<file path="src/rtl/core/skd_pkg.sv">
// Shared types, constants and the scan-code key map for the key event decoder.
`timescale 1ns / 1ps

package skd_pkg;

	// Scan-code set 1 extended prefix and the release flag position
	localparam logic [7:0] PREFIX_BYTE = 8'hE0;
	localparam int         RELEASE_BIT = 7;

	// Width of a key index and of the event number on the result side
	localparam int KEY_W   = 7;
	localparam int EVENT_W = 32;

	// Depth of each small queue and the widths of its pointer and count
	localparam int QUEUE_DEPTH = 2;
	localparam int QPTR_W      = 1;
	localparam int QCNT_W      = 2;

	// One classified key request from the front part
	typedef struct packed {
		logic [KEY_W-1:0] key;
		logic             down;
	} key_req_t;

	// One finished key event waiting at the result side
	typedef struct packed {
		logic [KEY_W-1:0]   key;
		logic               down;
		logic [EVENT_W-1:0] number;
	} key_event_t;

	// Result of a key map lookup
	typedef struct packed {
		logic             valid;
		logic [KEY_W-1:0] key;
	} lookup_t;

	// Key map: address is {extended flag, 7-bit code}, key index in table order
	function automatic lookup_t key_lookup(input logic [7:0] addr);
		lookup_t r;
		r.valid = 1'b1;
		r.key   = '0;
		case (addr)
			8'h0B: r.key = 7'd0;
			8'h02: r.key = 7'd1;
			8'h03: r.key = 7'd2;
			8'h04: r.key = 7'd3;
			8'h05: r.key = 7'd4;
			8'h06: r.key = 7'd5;
			8'h07: r.key = 7'd6;
			8'h08: r.key = 7'd7;
			8'h09: r.key = 7'd8;
			8'h0A: r.key = 7'd9;
			8'h1E: r.key = 7'd10;
			8'h30: r.key = 7'd11;
			8'h2E: r.key = 7'd12;
			8'h20: r.key = 7'd13;
			8'h12: r.key = 7'd14;
			8'h21: r.key = 7'd15;
			8'h22: r.key = 7'd16;
			8'h23: r.key = 7'd17;
			8'h17: r.key = 7'd18;
			8'h24: r.key = 7'd19;
			8'h25: r.key = 7'd20;
			8'h26: r.key = 7'd21;
			8'h32: r.key = 7'd22;
			8'h31: r.key = 7'd23;
			8'h18: r.key = 7'd24;
			8'h19: r.key = 7'd25;
			8'h10: r.key = 7'd26;
			8'h13: r.key = 7'd27;
			8'h1F: r.key = 7'd28;
			8'h14: r.key = 7'd29;
			8'h16: r.key = 7'd30;
			8'h2F: r.key = 7'd31;
			8'h11: r.key = 7'd32;
			8'h2D: r.key = 7'd33;
			8'h15: r.key = 7'd34;
			8'h2C: r.key = 7'd35;
			8'h39: r.key = 7'd36;
			8'h0E: r.key = 7'd37;
			8'h1C: r.key = 7'd38;
			8'h01: r.key = 7'd39;
			8'hCB: r.key = 7'd40;
			8'hC8: r.key = 7'd41;
			8'hCD: r.key = 7'd42;
			8'hD0: r.key = 7'd43;
			8'h2A: r.key = 7'd44;
			8'h36: r.key = 7'd45;
			8'h1D: r.key = 7'd46;
			8'h9D: r.key = 7'd47;
			8'h38: r.key = 7'd48;
			8'hB8: r.key = 7'd49;
			8'h52: r.key = 7'd50;
			8'h4F: r.key = 7'd51;
			8'h50: r.key = 7'd52;
			8'h51: r.key = 7'd53;
			8'h4B: r.key = 7'd54;
			8'h4C: r.key = 7'd55;
			8'h4D: r.key = 7'd56;
			8'h47: r.key = 7'd57;
			8'h48: r.key = 7'd58;
			8'h49: r.key = 7'd59;
			8'hB7: r.key = 7'd60;
			8'hB5: r.key = 7'd61;
			8'h4E: r.key = 7'd62;
			8'h4A: r.key = 7'd63;
			8'h9C: r.key = 7'd64;
			default: begin
				r.valid = 1'b0;
				r.key   = '0;
			end
		endcase
		return r;
	endfunction

endpackage

</file>
<file path="src/rtl/core/skd_front.sv">
// Front part: accepts scan bytes, tracks the prefix, looks up keys, queues key requests.
`timescale 1ns / 1ps

module skd_front #(
	parameter int NUM_KEYS = 65
) (
	input  logic              clk,
	input  logic              arst_n,
	input  logic [7:0]        scan_byte,
	input  logic              push,
	output logic              full,
	output logic              req_valid,
	output skd_pkg::key_req_t req,
	input  logic              req_take
);
	import skd_pkg::*;

	logic               prefix_q;
	key_req_t           qbuf_q [QUEUE_DEPTH];
	logic [QPTR_W-1:0]  wr_ptr_q;
	logic [QPTR_W-1:0]  rd_ptr_q;
	logic [QCNT_W-1:0]  cnt_q;

	logic     accept;
	logic     is_prefix;
	lookup_t  lk;
	logic     hit;
	logic     deq;
	key_req_t new_req;

	// Classify the incoming byte against the key map
	assign accept    = push & ~full;
	assign is_prefix = (scan_byte == PREFIX_BYTE);
	assign lk        = key_lookup({prefix_q, scan_byte[6:0]});
	assign hit       = accept & ~is_prefix & lk.valid & (int'(lk.key) < NUM_KEYS);
	assign new_req.key  = lk.key;
	assign new_req.down = ~scan_byte[RELEASE_BIT];

	// Queue status towards both sides
	assign full      = (cnt_q == QCNT_W'(QUEUE_DEPTH));
	assign req_valid = (cnt_q != '0);
	assign req       = qbuf_q[rd_ptr_q];
	assign deq       = req_take & req_valid;

	// Hold the prefix flag and advance the queue pointers
	always_ff @(posedge clk or negedge arst_n) begin
		if (!arst_n) begin
			prefix_q <= 1'b0;
			wr_ptr_q <= '0;
			rd_ptr_q <= '0;
			cnt_q    <= '0;
		end else begin
			if (accept) begin
				prefix_q <= is_prefix;
			end
			if (hit) begin
				wr_ptr_q <= wr_ptr_q + 1'b1;
			end
			if (deq) begin
				rd_ptr_q <= rd_ptr_q + 1'b1;
			end
			if (hit && !deq) begin
				cnt_q <= cnt_q + 1'b1;
			end else if (!hit && deq) begin
				cnt_q <= cnt_q - 1'b1;
			end
		end
	end

	// Store the key request in the free slot
	always_ff @(posedge clk) begin
		if (hit) begin
			qbuf_q[wr_ptr_q] <= new_req;
		end
	end

endmodule

</file>
<file path="src/rtl/core/skd_back.sv">
// Back part: pressed-key bitmap, event counter and the result queue.
`timescale 1ns / 1ps

module skd_back #(
	parameter int NUM_KEYS          = 65,
	parameter int EVENT_COUNT_WIDTH = 32
) (
	input  logic                         clk,
	input  logic                         arst_n,
	input  logic                         req_valid,
	input  skd_pkg::key_req_t            req,
	output logic                         req_take,
	output logic                         empty,
	input  logic                         pop,
	output logic [skd_pkg::KEY_W-1:0]    key_number,
	output logic                         key_down,
	output logic [skd_pkg::EVENT_W-1:0]  event_number
);
	import skd_pkg::*;

	localparam int MAP_AW = (NUM_KEYS > 1) ? $clog2(NUM_KEYS) : 1;

	logic [NUM_KEYS-1:0]          pressed_q;
	logic [EVENT_COUNT_WIDTH-1:0] count_q;
	key_event_t                   obuf_q [QUEUE_DEPTH];
	logic [QPTR_W-1:0]            wr_ptr_q;
	logic [QPTR_W-1:0]            rd_ptr_q;
	logic [QCNT_W-1:0]            cnt_q;

	logic              out_full;
	logic [MAP_AW-1:0] map_idx;
	logic              change;
	logic              emit;
	logic              deq;
	key_event_t        new_ev;
	key_event_t        head;

	// Take a request whenever the result queue has room
	assign out_full = (cnt_q == QCNT_W'(QUEUE_DEPTH));
	assign req_take = req_valid & ~out_full;
	assign map_idx  = MAP_AW'(req.key);
	assign change   = (pressed_q[map_idx] != req.down);
	assign emit     = req_take & change;

	assign new_ev.key    = req.key;
	assign new_ev.down   = req.down;
	assign new_ev.number = EVENT_W'(count_q);

	// Present the oldest event
	assign empty        = (cnt_q == '0);
	assign deq          = pop & ~empty;
	assign head         = obuf_q[rd_ptr_q];
	assign key_number   = head.key;
	assign key_down     = head.down;
	assign event_number = head.number;

	// Update the bitmap, count events and advance the queue pointers
	always_ff @(posedge clk or negedge arst_n) begin
		if (!arst_n) begin
			pressed_q <= '0;
			count_q   <= '0;
			wr_ptr_q  <= '0;
			rd_ptr_q  <= '0;
			cnt_q     <= '0;
		end else begin
			if (emit) begin
				pressed_q[map_idx] <= req.down;
				count_q            <= count_q + 1'b1;
				wr_ptr_q           <= wr_ptr_q + 1'b1;
			end
			if (deq) begin
				rd_ptr_q <= rd_ptr_q + 1'b1;
			end
			if (emit && !deq) begin
				cnt_q <= cnt_q + 1'b1;
			end else if (!emit && deq) begin
				cnt_q <= cnt_q - 1'b1;
			end
		end
	end

	// Store the new event
	always_ff @(posedge clk) begin
		if (emit) begin
			obuf_q[wr_ptr_q] <= new_ev;
		end
	end

endmodule

</file>
<file path="src/rtl/core/scancode_key_event_decoder_unit.sv">
// Top level of the scan-code set 1 key event decoder.
// Usage:
//   Input queue: drive scan_byte and raise push; a byte is taken at a rising
//   edge with push high and full low. One byte can be taken every cycle while full is low.
//   The byte E0 only arms the extended prefix; other bytes are looked up with
//   the prefix, which is then dropped. Unknown codes give nothing.
//   Result queue: while empty is low, key_number, key_down and event_number
//   show the oldest key event; pop at an edge with empty low takes it.
//   A press of a key already held, or a release of a key not held, gives no
//   event. event_number counts events from zero and wraps.
//   Path: the request for a taken byte is registered in the request queue;
//   the bitmap stage then takes it when the result queue has room and writes
//   the event into the result queue, from which pop can take it.
//   Throughput: one byte per cycle while full is low; the map lookup and the
//   bitmap read of the read-modify-write are combinational.
//   Stall: if pop stays low the two-entry result queue fills, then the
//   two-entry request queue, after which full rises; nothing is lost.
//   Reset (arst_n low): prefix, bitmap, counter and both queues clear at once.
`timescale 1ns / 1ps

module scancode_key_event_decoder_unit #(
	parameter int NUM_KEYS          = 65,
	parameter int EVENT_COUNT_WIDTH = 32
) (
	input  logic                         clk,
	input  logic                         arst_n,
	input  logic [7:0]                   scan_byte,
	input  logic                         push,
	output logic                         full,
	output logic [skd_pkg::KEY_W-1:0]    key_number,
	output logic                         key_down,
	output logic [skd_pkg::EVENT_W-1:0]  event_number,
	output logic                         empty,
	input  logic                         pop
);
	import skd_pkg::*;

	logic     mid_valid;
	key_req_t mid_req;
	logic     mid_take;

	// Accept and classify bytes
	skd_front #(
		.NUM_KEYS (NUM_KEYS)
	) u_front (
		.clk       (clk),
		.arst_n    (arst_n),
		.scan_byte (scan_byte),
		.push      (push),
		.full      (full),
		.req_valid (mid_valid),
		.req       (mid_req),
		.req_take  (mid_take)
	);

	// Track key state and deliver events
	skd_back #(
		.NUM_KEYS          (NUM_KEYS),
		.EVENT_COUNT_WIDTH (EVENT_COUNT_WIDTH)
	) u_back (
		.clk          (clk),
		.arst_n       (arst_n),
		.req_valid    (mid_valid),
		.req          (mid_req),
		.req_take     (mid_take),
		.empty        (empty),
		.pop          (pop),
		.key_number   (key_number),
		.key_down     (key_down),
		.event_number (event_number)
	);

`ifndef SYNTHESIS
	// A request handed to the back part always names a tracked key
	a_key_in_range: assert property (@(posedge clk) disable iff (!arst_n)
		mid_take |-> (int'(mid_req.key) < NUM_KEYS))
		else $error("key request outside the bitmap");

	// An event appears only after the back part took a request
	a_event_source: assert property (@(posedge clk) disable iff (!arst_n)
		$fell(empty) |-> $past(mid_take))
		else $error("event appeared without a request");

	// The input side fills only after a byte was taken
	a_full_source: assert property (@(posedge clk) disable iff (!arst_n)
		$rose(full) |-> $past(push && !full))
		else $error("full rose without an accepted byte");
`endif

endmodule

</file>
<file path="config.mk">
export PLATFORM = sky130hd
export DESIGN_NAME = scancode_key_event_decoder_unit
export DESIGN_NICKNAME = d
export VERILOG_FILES = /design/src/rtl/core/skd_pkg.sv /design/src/rtl/core/skd_front.sv /design/src/rtl/core/skd_back.sv /design/src/rtl/core/scancode_key_event_decoder_unit.sv
export SDC_FILE = /design/constraint.sdc
export NUM_CORES = 1
export LEC_CHECK = 0
export CORE_MARGIN = 2
export CORE_UTILIZATION = 50
export DETAILED_ROUTE_END_ITERATION = 6
export DONT_BUFFER_PORTS = 1
export GPL_TIMING_DRIVEN = 0
export SLEW_MARGIN = 10
export SYNTH_ARGS = -nofsm -noshare
export SYNTH_HDL_FRONTEND = slang
export SYNTH_SLANG_ARGS = --single-unit
</file>
<file path="constraint.sdc">
create_clock -name clk -period 5.9 [get_ports clk]
set_clock_uncertainty 0.15 [all_clocks]
set_input_delay 0.295 -clock clk [delete_from_list [all_inputs] [get_ports clk]]
set_output_delay 0.295 -clock clk [all_outputs]
set_load 0.05 [all_outputs]
</file>
; ---- Yosys cells after proc, flatten, opt, wreduce, memory -nomap -nowiden
; Memories as Yosys holds them, arrays and structs flattened.
; Index checks and enable logic that the tools add are counted.
[word_totals]
out_inout_bits = 42
regBits = 106
in_bits = 12
mem_count = 2
wordCells = 134
ram_bits = 96
[mem_list]
columns = name, depth, width, rd, rd_clocked_by_memory_dff, wr, line_no
row1 = u_back.obuf_q, 2, 40, 1, 0, 1, skd_back.sv:25  ; key_event_t obuf_q [QUEUE_DEPTH];
row2 = u_front.qbuf_q, 2, 8, 1, 0, 1, skd_front.sv:19  ; key_req_t qbuf_q [QUEUE_DEPTH];
[op_classes]
n_addsub = 9
reduce_logical = 14
eq_ne = 69
bitwise_logic = 13
n_mux = 15
n_lt_le_gt_ge = 3
[ops]
columns = operator, count
row1 = 7-bit one-hot mux with 64 select lines, 1
row2 = 8-bit by 6-bit equality test with 1-bit output (second input constant), 18
row3 = 8-bit by 5-bit equality test with 1-bit output (second input constant), 14
row4 = 8-bit by 7-bit equality test with 1-bit output (second input constant), 12
row5 = 8-bit equality test (second input constant), 10
row6 = 65-bit bitwise mux, 1
row7 = 65-bit OR reduction, 1
row8 = 8-bit by 4-bit equality test with 1-bit output (second input constant), 5
row9 = 32-bit by 1-bit adder with 32-bit output (second input constant), 1
row10 = 8-bit by 3-bit equality test with 1-bit output (second input constant), 4
row11 = 8-bit by 2-bit equality test with 1-bit output (second input constant), 2
row12 = 1-bit AND, 8
row13 = 8-bit by 1-bit equality test with 1-bit output (second input constant), 1
row14 = 7-bit by 8-bit less-than comparator with 1-bit output (second input constant), 1
row15 = 2-bit 2-to-1 mux, 4
row16 = 1-bit binary-select mux with 7-bit select, 1
row17 = 1-bit demux with 7-bit select, 1
row18 = 7-bit by 1-bit greater-or-equal comparator with 1-bit output (second input constant), 1
row19 = 7-bit less-than comparator (second input constant), 1
row20 = 1-bit 2-to-1 mux, 7
row21 = 2-bit nonzero test, 3
row22 = 1-bit logical AND, 5
row23 = 1-bit NOT, 5
row24 = 1-bit adder (second input constant), 4
row25 = 6 further kinds, 12

; ---- Depth between registers and ports, before layout
[depth]
depth_word = 10
mapped_depth = 16
mapped_depth_nobuf = 13

; ---- Cells and area by module
; A second synthesis with hierarchy kept.
[unflattened]
cells_unflattened = 1014
area_unflattened_um2 = 10968.0
[by_module_without_submodules]
columns = mod, cells_per_inst, instances, seq_area_each_um2, area_each_um2
row1 = skd_back, 726, 1, 4929.7, 8573.2
row2 = skd_front, 288, 1, 605.6, 2394.8

; ---- Least setup slack after synthesis
; Ideal clock, no wire load.
[synth_path]
path_kind = register to register
start = register u_front.rd_ptr_q
end = memory u_back.obuf_q[0][0] (netlist bit) (enable)
period_less_slack_ns = 4.940
path_slack_ns = 0.960
stages_incl_launch_ff = 13
t_required_ns = 5.313
t_arrival_ns = 4.352
cell_sequence = dfrtp_1 > buf_4 > and4b_1 > o21a_1 > a2111oi_1 > a41oi_1 > and4_1 > or4_1 > a21o_1 > buf_6 > buf_6 > buf_2 > nor2_1
[synth_between]
elab_chain_cells = 7
[synth_lines]
columns = item, line_no
row1 = from (decl), skd_front.sv:21  ; logic [QPTR_W-1:0] rd_ptr_q;
row2 = from (signal assigned), skd_front.sv:60  ; rd_ptr_q <= rd_ptr_q + 1'b1;
row3 = memory read 2 x 8 bit *, -
row4 = 1-bit binary-select mux with 7-bit select, skd_back.sv:42  ; assign change = (pressed_q[map_idx] != req.down);
row5 = 1-bit 2-to-1 mux (implied by the code), skd_back.sv:42
row6 = 1-bit inequality test *, skd_back.sv:42
row7 = 1-bit AND *, skd_back.sv:43  ; assign emit = req_take & change;
row8 = 1-bit 2-to-1 mux *, skd_back.sv:84  ; if (emit) begin
row9 = 1-bit 2-to-1 mux (implied by the code) *, skd_back.sv:85  ; obuf_q[wr_ptr_q] <= new_ev;
row10 = to (decl), skd_back.sv:25
; Mark *: on every way between the ends. The rest lies on a longest branch, timed or not. The select of a mux whose other input is x is not followed.

; ---- Worst setup path after layout
[layout_path]
start = register u_front.rd_ptr_q
end = memory u_back.obuf_q[0][3] (netlist bit) (enable)
; Same word-level chain as after synthesis.

==> impl_metrics.env <==
export IMPL_clk_latency_ns=0.51
export IMPL_synth_ff_type="dfrtp_1"
export IMPL_utilization_pct=57.0
export IMPL_overflow=0
export IMPL_cts_sinks=202
export IMPL_synth_edf_count=96
export IMPL_cts_tree="done"
export IMPL_fp_dieH_microns=148
export IMPL_fin_cells=1259
export IMPL_drive_gt1_share_pct=14.6
export IMPL_numCtsBuffers=22
export IMPL_rr_worst_depth=13
export IMPL_ys_seq_area_share_pct=53.2
export IMPL_vdd_drop_max_mv=0.240
export IMPL_final_area_sq_mm=0.0116
export IMPL_synth_distinct_cells=72
export IMPL_crit_path_start_kind="register"
export IMPL_hold_viol_final=0
export IMPL_r2r_slack_ns=1.48
export IMPL_outcome="completed"
export IMPL_yosysTopAreaCell="edfxtp_1"
export IMPL_htreeDepth=1
export IMPL_die_width_microns=148
export IMPL_nets=989
export IMPL_vias=7830
export IMPL_clk_pin_slew_worst_paths_ns=0.06
export IMPL_syn_inst=942
export IMPL_tightest_slew_ns=1.09
export IMPL_holdWs_ns=0.0999
export IMPL_grt_total_usage_pct=25.1
export IMPL_slew_limit_headroom_pct=26.6
export IMPL_setup_viol=0
export IMPL_reg2reg_from="u_front.rd_ptr_q$_DFFE_PN0P_"
export IMPL_grt_pass1_vias=7754
export IMPL_syn_num_nets=957
export IMPL_cp_slowest_stage_delay_ns=0.82
export IMPL_setup_slack_ns=1.48
export IMPL_syn_area_sq_mm=0.0104
export IMPL_synth_area_leaders="edfxtp_1, dfrtp_1, mux2_2"
export IMPL_avgRoutedWirePerCell_microns=21.4
export IMPL_clock_path_buffers=3
export IMPL_period_needed_ns=4.42
export IMPL_viasPerCell=6.22
export IMPL_worstSetupPathType="register to register"
export IMPL_rows=52
export IMPL_drv_slew=0
export IMPL_final_antenna_net_count=0
export IMPL_postSynthAreaPerCell_sq_um=11.0
export IMPL_io_pins=54
export IMPL_yosysWarnings=0
export IMPL_grt_antenna_before_repair=0
export IMPL_rsz0062_at_grt="no"
export IMPL_hpwl_microns=18600
export IMPL_timing_setup_tns_ns=0
export IMPL_root_buffer="clkbuf_16"
export IMPL_portBuffers=0
export IMPL_antenna_cells=0
export IMPL_holdPathStages=3
export IMPL_max_cap_viol_count=0
export IMPL_place_gp_congestion=0.958
export IMPL_synth_top_area_share_pct=27.7
export IMPL_async_reset_ff_share_pct=52.5
export IMPL_p_leak_nw=4.37
export IMPL_fillCellCount=1787
export IMPL_core_area_sq_mm=0.0203
export IMPL_worstReg2RegEnd="u_back.obuf_q[0][3]$_DFFE_PP_"
export IMPL_finalPower_mw=5.86
export IMPL_placed_cell_area_sq_mm=0.0108
export IMPL_dr_pass1_iters=5
export IMPL_grt_max_degree=107
export IMPL_worst_path_buf_inv=5
export IMPL_pre_cts_slack_ns=1.54
export IMPL_cts_setup_buffers=0
export IMPL_power_density_mw_per_mm2=506
export IMPL_dieArea_sq_mm=0.0220
export IMPL_worst_path_max_delay_cell="o22ai_1"
export IMPL_path_max_fanout=27
export IMPL_cp_top_family="compound AO/OA/AOI/OAI gates"
export IMPL_min_path_type="input pin to register"
export IMPL_path_common_cell="buf_6"
export IMPL_worstPathCellList="buf_4, or2_2, o22ai_1, a2111oi_0, nand4_1, and4_1, o31ai_1, a21o_1, buf_6, buf_6, buf_2, nor2_4, buf_12"
export IMPL_drtIter0Drc=765
export IMPL_min_delay_start="push"
export IMPL_start_util_pct=51.2
export IMPL_grt_first_pass_wirelength_microns=43500
export IMPL_critical_path_arrival_ns=4.46
export IMPL_ys_ff_latch=202
export IMPL_fmax_mhz=226
export IMPL_whs_endpoint="u_front.wr_ptr_q$_DFFE_PN0P_"
export IMPL_place_inst=1214
export IMPL_syn_to_final_growth_pct=11.3
export IMPL_route_detailed_drc=0
export IMPL_fin_crit_sh_pct=74.9
export IMPL_routed_wl_microns=27000
export IMPL_endpoint_kind="register"
export IMPL_cp_data_required_time_ns=5.94
worst max-delay path by stage:
stage / depth (start not counted) / from / endpoint
2_1_floorplan: 12 / u_front.rd_ptr_q$_DFFE_PN0P_ / u_back.obuf_q[0][0]$_DFFE_PP_
3_3_place_gp: 12 / u_front.rd_ptr_q$_DFFE_PN0P_ / u_back.obuf_q[0][9]$_DFFE_PP_
3_5_place_dp: 13 / u_front.rd_ptr_q$_DFFE_PN0P_ / u_back.obuf_q[1][10]$_DFFE_PP_
4_1_cts: 13 / u_front.rd_ptr_q$_DFFE_PN0P_ / u_back.obuf_q[1][5]$_DFFE_PP_
5_1_grt: 13 / u_front.rd_ptr_q$_DFFE_PN0P_ / u_back.obuf_q[0][3]$_DFFE_PP_
6_report: 13 / u_front.rd_ptr_q$_DFFE_PN0P_ / u_back.obuf_q[0][3]$_DFFE_PP_
sequential cells by signal, summed over array words and instances, names as in the netlist:
register,count
u_back.obuf_q,80
u_front.cnt_q,2
u_front.rd_ptr_q,1
u_front.prefix_q,1
u_back.rd_ptr_q,1
u_back.pressed_q,65
u_front.wr_ptr_q,1
u_back.cnt_q,2
u_front.qbuf_q,16
u_back.count_q,32
u_back.wr_ptr_q,1
Yosys cell counts (11+ instances only):
cell and number:
dfrtp_1 106, edfxtp_1 96, nand2_1 68, mux2_2 65, nand3_1 57, o21ai_0 50
clkbuf_1 46, nor2_1 40, nand4_1 38, a21oi_1 30, o31ai_1 25, xnor2_1 24
inv_1 19, xor2_1 19, a31oi_1 15, nor3_1 15, mux2_1 14, nand2b_1 14
nor4_1 14, a41oi_1 13, o21a_1 13, and2_1 11
where the power goes:
part	total, mW	internal [mW]	switching [mW]
logic	2.38	0.642	1.74
registers	2.14	1.95	0.185
clock network	1.34	0.801	0.544
total	5.86	3.39	2.47
per-layer routing:
layer  wire length, microns  track usage [%]
met5                      0                0
met4                    815             8.00
met3                   1670             3.13
met2                  12500             40.3
met1                  12000             35.7
worst register-to-register path: cells and delay by family (launching register included):
kind / cells / cell delay, ns
DFF: 1 / 0.43
buffers and inverters: 5 / 0.99
and+or+nand+nor: 4 / 1.15
AOI/OAI and AO/OA: 4 / 1.40
logic make-up (layout without fill, tap and decap cells):
group | count (synthesis) | in the layout | synth area share (%)
buffers and inverters | 95 | 142 | 4.03
flip-flops | 202 | 202 | 53.2
multiplexers | 88 | 88 | 9.42
adder cells (fa/ha/maj) | 3 | 3 | 0.361
AND/OR/NAND/NOR | 315 | 315 | 16.5
XOR/XNOR | 43 | 43 | 3.62
AO/OA/AOI/OAI | 196 | 196 | 12.9
cell type report:
| type | count | area [sq um] | share of cell area (%) |
|---|---|---|---|
| sequential | 202 | 5540 | 47.8 |
| multi-input combinational | 645 | 4450 | 38.5 |
| clock buffer | 34 | 688 | 5.94 |
| tap | 270 | 338 | 2.92 |
| buffer | 73 | 332 | 2.86 |
| timing repair buffer | 8 | 118 | 1.02 |
| inverter | 22 | 87.6 | 0.757 |
| clock inverter | 5 | 26.3 | 0.227 |
placed cells by master (no fill, tap or decap), types with 6 or more instances in the layout:
cell type | Yosys | layout
dfrtp_1 | 106 | 106
nand2_1 | 68 | 68
mux2i_1 | 9 | 9
nand4_1 | 38 | 38
clkbuf_16 | 0 | 24
nor4_1 | 14 | 14
nand3_1 | 57 | 57
buf_1 | 10 | 10
xor2_1 | 19 | 19
a21oi_1 | 30 | 30
xnor2_1 | 24 | 24
inv_1 | 19 | 19
nor3_1 | 15 | 15
o21a_1 | 13 | 13
clkbuf_1 | 46 | 51
or2_2 | 8 | 8
nor4b_1 | 6 | 6
a31oi_1 | 15 | 15
o22ai_1 | 10 | 10
and2_1 | 11 | 10
and3_1 | 10 | 10
buf_2 | 10 | 10
nor2_1 | 40 | 39
mux2_1 | 14 | 14
o21ai_0 | 50 | 50
nand2b_1 | 14 | 14
mux2_2 | 65 | 65
a41oi_1 | 13 | 13
o31ai_1 | 25 | 25
edfxtp_1 | 96 | 96
repair_timing:
| item | CTS | global route |
|---|---|---|
| gates resized for setup | 0 | 0 |
| hold buffers | 6 | 0 |
| endpoints found under the hold margin | 110 | 0 |
Note: power is estimated with default switching activity, not from simulation.
